### src/sv/scsc_pkg.sv
// shared types and constants for the set cover subset counter
`default_nettype none

package scsc_pkg;

	localparam int MASK_W   = 64;
	localparam int COUNT_W  = 17;
	localparam int ECOUNT_W = 7;

	localparam logic [ECOUNT_W-1:0] ECOUNT_RESET = 7'd64;
	localparam logic [COUNT_W-1:0]  TALLY_MAX    = '1;

	typedef struct packed {
		logic [MASK_W-1:0] set_mask;
		logic              is_last;
	} item_t;

	typedef struct packed {
		logic [COUNT_W-1:0] cover_count;
		logic               overflow;
	} result_t;

	typedef struct packed {
		logic load;
		logic scan_init;
		logic scan_step;
		logic finish;
	} cmd_t;

	typedef struct packed {
		logic last_combo;
	} stat_t;

endpackage

`default_nettype wire

### src/sv/set_cover_subset_counter.sv
// top level of the set cover subset counter
// usage:
// sets come in on set_item, one per cycle with start high while busy is low.
// a set without is_last is stored and busy stays low.
// a set with is_last is stored, then every subcollection of the stored sets
// is checked, one per cycle, against the full mask of element_count low bits.
// the last item starts the subset scan through the set table (up to MAX_SETS
// stored sets) at one combination per cycle, followed by a flush state.
// busy is high from the accepting edge through the done cycle. done pulses
// for one cycle with result
// holding cover_count and the overflow flag; the receiver cannot stall, so
// the result must be taken in that cycle. sets beyond MAX_SETS are dropped
// and raise overflow. after done the table is empty for the next collection.
// element_count is written on the cfg channel (always ready); the user must write it only when idle, not enforced.
// reset clears the set count, overflow flag and tally and sets
// element_count to 64; table contents are not cleared.
`default_nettype none

module set_cover_subset_counter #(
	parameter int MAX_SETS     = 16,
	parameter int ELEMENT_BITS = 64
) (
	input  wire logic                          clk,
	input  wire logic                          arst_n,
	input  wire logic                          start,
	output logic                               busy,
	input  wire scsc_pkg::item_t               set_item,
	output logic                               done,
	output scsc_pkg::result_t                  result,
	input  wire logic                          cfg_valid,
	output logic                               cfg_ready,
	input  wire logic [scsc_pkg::ECOUNT_W-1:0] cfg_data
);

	scsc_pkg::cmd_t  cmd;
	scsc_pkg::stat_t stat;

	assign cfg_ready = 1'b1;

	scsc_ctrl u_ctrl (
		.clk     (clk),
		.arst_n  (arst_n),
		.start   (start),
		.is_last (set_item.is_last),
		.stat    (stat),
		.busy    (busy),
		.done    (done),
		.cmd     (cmd)
	);

	scsc_dp #(
		.MAX_SETS     (MAX_SETS),
		.ELEMENT_BITS (ELEMENT_BITS)
	) u_dp (
		.clk      (clk),
		.arst_n   (arst_n),
		.cmd      (cmd),
		.set_mask (set_item.set_mask),
		.cfg_we   (cfg_valid && cfg_ready),
		.cfg_data (cfg_data),
		.stat     (stat),
		.result   (result)
	);

endmodule

`default_nettype wire

### src/sv/scsc_ctrl.sv
// controller state machine for the set cover subset counter
`default_nettype none

module scsc_ctrl (
	input  wire logic          clk,
	input  wire logic          arst_n,
	input  wire logic          start,
	input  wire logic          is_last,
	input  wire scsc_pkg::stat_t stat,
	output logic               busy,
	output logic               done,
	output scsc_pkg::cmd_t     cmd
);

	localparam logic [1:0] S_IDLE  = 2'd0;
	localparam logic [1:0] S_SCAN  = 2'd1;
	localparam logic [1:0] S_FLUSH = 2'd2;
	localparam logic [1:0] S_EMIT  = 2'd3;

	logic [1:0] state_q;
	logic [1:0] state_d;

	always_comb begin
		state_d       = state_q;
		cmd           = '0;
		busy          = 1'b1;
		done          = 1'b0;
		unique case (state_q)
			S_IDLE: begin
				busy = 1'b0;
				if (start) begin
					cmd.load = 1'b1;
					if (is_last) begin
						cmd.scan_init = 1'b1;
						state_d       = S_SCAN;
					end
				end
			end
			S_SCAN: begin
				cmd.scan_step = 1'b1;
				if (stat.last_combo) begin
					state_d = S_FLUSH;
				end
			end
			S_FLUSH: begin
				state_d = S_EMIT;
			end
			S_EMIT: begin
				done       = 1'b1;
				cmd.finish = 1'b1;
				state_d    = S_IDLE;
			end
			default: begin
				state_d = S_IDLE;
			end
		endcase
	end

	always_ff @(posedge clk or negedge arst_n) begin
		if (!arst_n) begin
			state_q <= S_IDLE;
		end else begin
			state_q <= state_d;
		end
	end

endmodule

`default_nettype wire

### src/sv/scsc_dp.sv
// datapath: set table, subset scan, union compare and tally
`default_nettype none

module scsc_dp #(
	parameter int MAX_SETS     = 16,
	parameter int ELEMENT_BITS = 64
) (
	input  wire logic                            clk,
	input  wire logic                            arst_n,
	input  wire scsc_pkg::cmd_t                  cmd,
	input  wire logic [scsc_pkg::MASK_W-1:0]     set_mask,
	input  wire logic                            cfg_we,
	input  wire logic [scsc_pkg::ECOUNT_W-1:0]   cfg_data,
	output scsc_pkg::stat_t                      stat,
	output scsc_pkg::result_t                    result
);

	localparam int LW = $clog2(MAX_SETS + 1);
	localparam int AW = (MAX_SETS > 1) ? $clog2(MAX_SETS) : 1;
	localparam int IW = MAX_SETS + 1;

	logic [ELEMENT_BITS-1:0]          table_q [MAX_SETS];
	logic [LW-1:0]                    loaded_q;
	logic                             overflow_q;
	logic [scsc_pkg::ECOUNT_W-1:0]    element_count_q;
	logic [IW-1:0]                    index_q;
	logic [ELEMENT_BITS-1:0]          union_s1;
	logic                             valid_s1;
	logic [scsc_pkg::COUNT_W-1:0]     tally_q;
	logic [ELEMENT_BITS-1:0]          union_d;
	logic [ELEMENT_BITS-1:0]          target;
	logic [IW-1:0]                    top;
	logic                             full;

	assign full = (loaded_q == LW'(MAX_SETS));
	assign top  = IW'(1) << loaded_q;
	assign stat.last_combo = ((index_q + IW'(1)) == top);

	always_comb begin
		union_d = '0;
		for (int j = 0; j < MAX_SETS; j++) begin
			union_d = union_d | (table_q[j] & {ELEMENT_BITS{index_q[j]}});
		end
	end

	always_comb begin
		for (int b = 0; b < ELEMENT_BITS; b++) begin
			target[b] = (element_count_q > scsc_pkg::ECOUNT_W'(b));
		end
	end

	always_ff @(posedge clk) begin
		if (cmd.load && !full) begin
			table_q[loaded_q[AW-1:0]] <= set_mask[ELEMENT_BITS-1:0];
		end
		union_s1 <= union_d;
	end

	always_ff @(posedge clk or negedge arst_n) begin
		if (!arst_n) begin
			loaded_q        <= '0;
			overflow_q      <= 1'b0;
			element_count_q <= scsc_pkg::ECOUNT_RESET;
			index_q         <= '0;
			valid_s1        <= 1'b0;
			tally_q         <= '0;
		end else begin
			if (cfg_we) begin
				element_count_q <= cfg_data;
			end
			if (cmd.finish) begin
				loaded_q   <= '0;
				overflow_q <= 1'b0;
			end else if (cmd.load) begin
				if (full) begin
					overflow_q <= 1'b1;
				end else begin
					loaded_q <= loaded_q + LW'(1);
				end
			end
			valid_s1 <= cmd.scan_step;
			if (cmd.scan_init) begin
				index_q <= '0;
			end else if (cmd.scan_step) begin
				index_q <= index_q + IW'(1);
			end
			if (cmd.scan_init) begin
				tally_q <= '0;
			end else if (valid_s1 && (union_s1 == target) &&
					(tally_q != scsc_pkg::TALLY_MAX)) begin
				tally_q <= tally_q + scsc_pkg::COUNT_W'(1);
			end
		end
	end

	assign result.cover_count = tally_q;
	assign result.overflow    = overflow_q;

endmodule

`default_nettype wire

### config.mk
export PLATFORM = sky130hd
export DESIGN_NAME = set_cover_subset_counter
export DESIGN_NICKNAME = d
export VERILOG_FILES = /design/src/sv/scsc_pkg.sv /design/src/sv/set_cover_subset_counter.sv /design/src/sv/scsc_ctrl.sv /design/src/sv/scsc_dp.sv
export SDC_FILE = /design/constraint.sdc
export NUM_CORES = 1
export LEC_CHECK = 0
export CAP_MARGIN = 20
export CORE_MARGIN = 2
export CORE_UTILIZATION = 30
export CTS_BUF_LIST = sky130_fd_sc_hd__clkbuf_2
export CTS_CLUSTER_SIZE = 16
export DETAILED_ROUTE_END_ITERATION = 7
export DONT_BUFFER_PORTS = 1
export GPL_TIMING_DRIVEN = 0
export PLACE_DENSITY = 0.42
export REMOVE_ABC_BUFFERS = 1
export SLEW_MARGIN = 20
export SYNTH_ARGS = -nofsm -noshare
export SYNTH_HDL_FRONTEND = slang
export SYNTH_HIERARCHICAL = 1
export SYNTH_SLANG_ARGS = --single-unit
### constraint.sdc
create_clock -name clk -period 7.4 [get_ports clk]
set_input_delay 0 -clock clk [delete_from_list [all_inputs] [get_ports clk]]
set_output_delay 0 -clock clk [all_outputs]
set_load 0.05 [all_outputs]
==> results of run 1 <==
## layout make-up
| type | count | area (um^2) |
|---|---|---|
| Fill cell | 13400 | 89200 |
| Multi-Input combinational cell | 1127 | 8540 |
| Clock inverter | 56 | 269 |
| Inverter | 28 | 105 |
| Sequential cell | 1138 | 33300 |
| Tap cell | 1890 | 2360 |
| Antenna cell | 8 | 20.0 |
| Timing Repair Buffer | 337 | 4830 |
| Clock buffer | 469 | 2350 |
## registers in the layout, summed over array words and instances (netlist names)
| name | flops |
|---|---|
| u_dp/valid_s1 | 1 |
| u_dp/tally_q | 17 |
| u_dp/element_count_q | 7 |
| u_dp/loaded_q | 5 |
| u_dp/table_q | 1024 |
| u_dp/index_q | 17 |
| u_dp/overflow_q | 1 |
| u_ctrl/state_q | 2 |
| u_dp/union_s1 | 64 |
## power groups by stage
stage	sequential [mW]	combinational, mW	clock [mW]
final	8.19	4.27	4.23
after global routing	8.23	4.54	4.75
after CTS	8.19	4.31	4.40
after detailed placement	8.33	4.10	0
after global placement	9.37	2.77	0
after floorplan	8.24	1.85	0
## cell usage after synthesis (all sizes together) (17+ instances only)
master | instances | area (um^2)
edfxtp | 1024 | 30700
a221oi | 260 | 2280
a22o | 258 | 2260
clkbuf | 125 | 469
nand4 | 85 | 538
nor2 | 74 | 280
dfxtp | 64 | 1280
nand2 | 58 | 220
buf | 49 | 246
dfrtp | 49 | 1230
a21oi | 43 | 223
o21ai | 41 | 209
xor2 | 29 | 254
inv | 27 | 101
and3 | 23 | 144
nor3 | 22 | 110
xnor2 | 22 | 193
nand3 | 17 | 85.1
## cell families (layout without fill, tap and decap cells)
kind of cell               count (synthesis)  after routing  share of synthesized area
DFF                                     1138           1138                      0.783
AOI/OAI and AO/OA                        681            681                      0.132
and+or+nand+nor                          364            364                     0.0471
buffers and inverters                    202            890                     0.0193
xor gates and xnor gates                  51             51                     0.0105
adders and majority gates                 15             15                    0.00435
muxes                                     15             15                    0.00385
other                                      1              9                  0.0000882
## worst register-to-register path, cell delays in order (launching register included)
cell and delay (ns):
dfrtp_1 0.62, ha_1 0.37, and3_1 0.23, and3_1 0.29, nand2_1 0.10, nor2_1 0.05, ha_1 0.28, nor3b_1 0.23
a32oi_1 0.11, nor4_1 0.30, nand4_1 0.19, nor2_1 0.22, and4_1 0.94, nand4_1 0.21, a21oi_1 0.21
## how the worst min path moves through the flow
stage / startpoint / endpoint / slack (ns) / cells after the start
floorplan: arst_n / u_ctrl/state_q[0] / -0.30 / 0
finish: cfg_data[4] / u_dp/element_count_q[4] / 0.38 / 5
global placement: arst_n / u_dp/overflow_q / -0.29 / 0
CTS: cfg_data[4] / u_dp/element_count_q[4] / 0.10 / 5
detailed placement: arst_n / u_dp/overflow_q / -0.29 / 0
global route: cfg_data[4] / u_dp/element_count_q[4] / 0.21 / 5
## per-stage QoR
step	area, um^2	TNS (ns)
6_report	51800	0
5_1_grt	51800	0
4_1_cts	51800	0
3_5_place_dp	46800	0
3_3_place_gp	44200	-1526.74
2_1_floorplan	41800	0
## layer usage
| layer | up-vias | GRT usage |
|---|---|---|
| met2 | 1084 | 0.312 |
| li1 | 11500 | - |
| met3 | 206 | 0.0365 |
| met4 | 0 | 0.0584 |
| met5 | - | 0 |
| met1 | 14000 | 0.266 |
==> impl_metrics.csv, run 1 <==
group,metric,value,unit
status,status,"completed",
cells_and_area,layout-drive-gt1-share,0.207,
setup_path,cp_slowest_cell,"and4_1",
clocking,cts_made_buffers,315,
cells_and_area,fin_util,0.367,
route,highest_layer,"met4",
placement,port_buffers,0,
global_routing,antenna_found_initial,5,
synth,synthCells,2467,
placement,place_ws,3.02,ns
floorplanning,rows,138,
setup_path,r2r_start,"u_dp/tally_q[0]",
route,drt-met1-wl,62700,um
cells_and_area,area_growth,21.9,%
route,detail-route-antenna-nets,0,
clocking,hold_buffers,235,
route,vias,26800,
setup_path,crit_fanout,26,
power,totalPowerFinal,16.7,mW
clocking,postCtsSetupBuffers,0,
route,drc,0,
clocking,htree_num_levels,5,
power,pwr_density_cell,322,mW/mm^2
setup_path,cp_cell_sequence,"ha_1 -> and3_1 -> and3_1 -> nand2_1 -> nor2_1 -> ha_1 -> nor3b_1 -> a32oi_1 -> nor4_1 -> nand4_1 -> nor2_1 -> and4_1 -> nand4_1 -> a21oi_1",
sta,period_needed,4.49,ns
setup_path,reg2regPathDepth,14,
sta,period_share,0.607,
power,combPwrFrac,0.256,
clocking,clk-insertion-delay-late,1.65,ns
route,drt_pre_antenna_iters,6,
cells_and_area,layout_commonest_cell,"edfxtp_1",
global_routing,grt_pass1_vias,27500,
sta,fin_ws,2.91,ns
power,swShare,0.350,
setup_path,cp.arrival,5.95,ns
sta,hold-worst-slack,0.377,ns
route,via_per_inst,5.29,
sta,clock.fmax,223,MHz
synth,synth_seq_cells,1138,
clocking,path_clk_slew,0.10,ns
floorplanning,initial_core_util,0.301,
synth,synth_area,0.0425,mm^2
sta,maxSlewViolCount,0,
floorplanning,die_w,380,um
synth,async_reset_ff_frac,0.0439,
floorplanning,core_area,0.141,mm^2
global_routing,grt_use_total,0.194,
synth,synth_top_flop_cell,"edfxtp_1",
sta,clock_skew,0.128,ns
placement,place_hpwl,84600,um
power,p_clk_frac,0.254,
min_path,hold_class,"primary input to flip-flop",
clocking,root_buffer,"clkbuf_2",
sta,final-hold-violation-count,0,
power,p_leak,17.1,nW
synth,synth_edf_count,1024,
placement,placed_cells,4285,
setup_path,critPathMaxStageDelay,0.94,ns
synth,ys_warn_count,6,
synth,yosysUniqueCellTypes,85,
sta,tightest_slew,1.13,ns
setup_path,critical_path_depth,14,
setup_path,end_kind,"flip-flop",
global_routing,grt_pass1_wl,202000,um
clocking,cts_tree,"built",
cells_and_area,mostFrequentLayoutCells,"edfxtp_1 (1024), clkbuf_2 (469), a221oi_1 (260)",
global_routing,grt_start_max_net_pins,51,
setup_path,worstSetupStartpoint,"u_dp/tally_q[0]",
placement,place.gp.congestion,0.848,
sta,rsz0062_at_grt,"false",
power,power_frac_seq,0.491,
power,p_sw,5.84,mW
route,wl_met2,68100,um
power,p_int,10.8,mW
run,drv_cap,0,
synth,ys_seq_area_frac,0.783,
route,wl_met3,8480,um
floorplanning,dieArea,0.145,mm^2
clocking,cts-resized-gates,0,
route,drt_iter0_drc,2651,
synth,avgSynthCellArea,17.2,um^2
sta,setup_viol,0,
cells_and_area,nNetsFinal,3037,
setup_path,critPathLaunchType,"flip-flop",
setup_path,crit_family,"simple AND/OR/NAND/NOR gates",
cells_and_area,stdcell_count,5053,
route,wl_per_cell,28.1,um
setup_path,worst-endpoint-required,8.86,ns
setup_path,rr_endpoint,"u_dp/tally_q[9]",
power,ir_drop,0.000268,V
clocking,cts_num_sinks,1138,
sta,relSlewSlack,0.247,
global_routing,overflow,0,
floorplanning,die_y,380,um
clocking,cts.path.max_buffers,4,
setup_path,path_buf_inv,0,
setup_path,rrSetupSlack,2.91,ns
floorplanning,io_pins,97,
setup_path,crit_end,"u_dp/tally_q[9]",
route,wl,142000,um
setup_path,critPathKind,"flip-flop to flip-flop",
Power figures use the tool's default switching activity.
==> run 2, diff against run 1 <==
Settings changed: ABC_AREA set to 1.
Clock period 7.4 ns to 4.4 ns, I/O delays scaled along.
==> impl_metrics.csv, run 2 <==
group,metric,value,unit
setup_path,cp_slowest_cell,"nor3_2",
route,drc,0,
synth,avgSynthCellArea,13.5,um^2
synth,yosys-mux-area-fraction,0,
synth,async_reset_ff_frac,0.0439,
route,detail-route-antenna-nets,0,
placement,postPlaceCellArea,0.0480,mm^2
cells_and_area,largest_reg_flops,1024,
cells_and_area,fillers,14100,
synth,ys_top_cells_by_count,"edfxtp_1 (1024), nand2_1 (935), nand3_1 (210), a221oi_1 (158), inv_1 (137)",
setup_path,cp_cell_sequence,"inv_1 -> ha_1 -> nand2_1 -> inv_1 -> dlygate4sd3_1 -> nand2_2 -> nor3_2 -> buf_4 -> buf_6 -> buf_4 -> buf_4 -> buf_4",
synth,synthSimpleGateAreaFrac,0.137,
synth,synth_edf_count,1024,
route,wl_per_cell,23.8,um
global_routing,antenna_found_initial,4,
floorplanning,rows,139,
setup_path,path_buf_inv,8,
setup_path,critPathLaunchType,"flip-flop",
synth,synth_top_cell_by_area,"edfxtp_1",
sta,rsz0062_at_grt,"false",
power,totalPowerFinal,29.8,mW
cells_and_area,area_growth,21.4,%
clocking,cts.path.max_buffers,4,
sta,maxSlewViolCount,0,
clocking,clk-insertion-delay-late,1.66,ns
floorplanning,die_y,385,um
synth,synth_top_family_by_area,"simple AND/OR/NAND/NOR gates",
synth,ys_seq_area_frac,0.763,
power,p_leak,19.4,nW
clocking,cts_tree,"built",
sta,clock.fmax,251,MHz
setup_path,rrSetupSlack,0.41,ns
synth,synth_top_area_frac,0.705,
sta,final-hold-violation-count,0,
setup_path,end_kind,"flip-flop",
run,drv_cap,0,
global_routing,grt_pass1_wl,204000,um
synth,synth_top_flop_cell,"edfxtp_1",
setup_path,critPathMaxStageDelay,0.77,ns
setup_path,crit_family,"buffers and inverters",
synth,synthCells,3228,
cells_and_area,stdcell_count,5970,
sta,tightest_slew,1.11,ns
clocking,postCtsSetupBuffers,0,
floorplanning,die_w,385,um
synth,yosysMostFrequentCell,"edfxtp_1",
placement,place_hpwl,90300,um
global_routing,grt_pass1_vias,28800,
route,drt_pre_antenna_iters,7,
placement,placed_cells,5202,
clocking,cts_num_sinks,1138,
min_path,hold_class,"primary input to flip-flop",
global_routing,overflow,0,
setup_path,path_common_cell,"buf_4",
cells_and_area,layout_commonest_cell,"edfxtp_1",
power,ir_drop,0.000382,V
synth,synth_area,0.0436,mm^2
synth,synth_seq_cells,1138,
clocking,cts_made_buffers,317,
setup_path,worst-endpoint-required,5.67,ns
synth,synthAdderAreaFrac,0.00402,
setup_path,crit_fanout,19,
cells_and_area,layout-drive-gt1-share,0.184,
route,vias,28900,
synth,synth-compound-area-share,0.0628,
setup_path,cp.arrival,5.26,ns
floorplanning,io_pins,97,
floorplanning,core_area,0.144,mm^2
sta,period_share,0.907,
floorplanning,dieArea,0.148,mm^2
cells_and_area,mostFrequentLayoutCells,"edfxtp_1 (1024), nand2_1 (934), clkbuf_2 (475)",
synth,ys_warn_count,6,
sta,period_needed,3.99,ns
global_routing,grt_start_max_net_pins,51,
synth,synth_area_leaders,"edfxtp_1 (71%), nand2_1 (8.0%), a221oi_1 (3.2%)",
route,drt_iter0_drc,2473,
floorplanning,initial_core_util,0.303,
sta,clock_skew,0.145,ns
placement,place.gp.congestion,0.904,
clocking,htree_num_levels,5,
global_routing,grt_use_total,0.191,
placement,port_buffers,0,
status,status,"completed",
clocking,path_clk_slew,0.10,ns
placement,place_ws,0.276,ns
route,wl,142000,um
synth,synth_xor_area_frac,0.00815,
sta,relSlewSlack,0.258,
sta,setup_viol,0,
sta,fin_ws,0.409,ns
cells_and_area,nNetsFinal,3938,
cells_and_area,design_area,0.0530,mm^2
setup_path,critPathKind,"flip-flop to flip-flop",
synth,yosysUniqueCellTypes,46,
power,pwr_density_cell,562,mW/mm^2
route,via_per_inst,4.85,
clocking,root_buffer,"clkbuf_2",
## run 2: cell types whose count changed in the layout (fill, tap and decap cells not counted), moves of 31 or more
cell	before	now
buf_6	0	33
nor2_1	59	112
nand2_1	57	934
a221oi_1	260	158
inv_1	27	136
a22o_1	258	73
buf_4	0	131
nand3_1	17	210
buf_12	47	16
## run 2: kinds of logic (layout without fill, tap and decap cells)
group,after synthesis,in the layout
fa+ha+maj,14,14
xor+xnor,39,39
simple gates,1416,1416
other cells,1,10
flops,1138,1138
buf+inv,276,1106
compound gates,344,344
## run 2: path summary, 6_finish.rpt
kind                                          start                 endpoint  depth (start not counted)
worst max-delay path              u_ctrl/state_q[0]      u_dp/table_q[0][36]                         12
worst min-delay path                    cfg_data[2]  u_dp/element_count_q[2]                          5
worst max register to register    u_ctrl/state_q[0]      u_dp/table_q[0][36]                         12
worst min register to register  u_dp/table_q[9][23]        u_dp/union_s1[23]                          2
max in group asynchronous                    arst_n  u_dp/element_count_q[6]                          6
min in group asynchronous                    arst_n          u_dp/index_q[7]                          6
## run 2: per-stage QoR
step	TNS, ns	hold slack [ns]	util
2_1_floorplan	-1511.99	-0.296	-
3_3_place_gp	-9200.83	-0.294	0.315
3_5_place_dp	0	-0.293	0.333
4_1_cts	0	0.00832	0.368
5_1_grt	0	0.177	0.368
6_report	0	0.287	0.368
## run 2: power by group
group	total, mW	switching [mW]	internal, mW	leakage, nW
sequential	13.9	1.22	12.7	10.4
clock	7.22	4.34	2.88	2.10
combinational	8.68	5.70	2.97	6.94
## run 2: repair_timing
action | CTS | global route
resized for setup | 0 | 2
setup endpoints to repair | 0 | 20
endpoints found under the hold margin | 1818 | 0
hold buffers | 230 | 0
## run 2: worst register-to-register path, stage by stage, from the launching register on
cell	delay, ns
dfrtp_1	0.43
inv_1	0.11
ha_1	0.21
nand2_1	0.07
inv_1	0.04
dlygate4sd3_1	0.59
nand2_2	0.36
nor3_2	0.78
buf_4	0.32
buf_6	0.16
buf_4	0.20
buf_4	0.22
buf_4	0.18
## run 2: layout make-up
class	count	area [um^2]	share of cell area
antenna	9	22.5	0.000425
clock buffer	475	2380	0.0449
clock inverter	54	240	0.00454
inverter	141	529	0.00999
multi-input combinational	1814	9340	0.176
sequential	1138	33300	0.630
tap	1903	2380	0.0450
timing repair buffer	436	4730	0.0893
## run 2: layer usage
layer	up-vias	share of wire	global-route usage
li1	13300	-	-
met1	14600	0.47	0.268
met2	819	0.46	0.299
met3	232	0.047	0.0336
met4	0	0.021	0.0616
met5	-	0	0
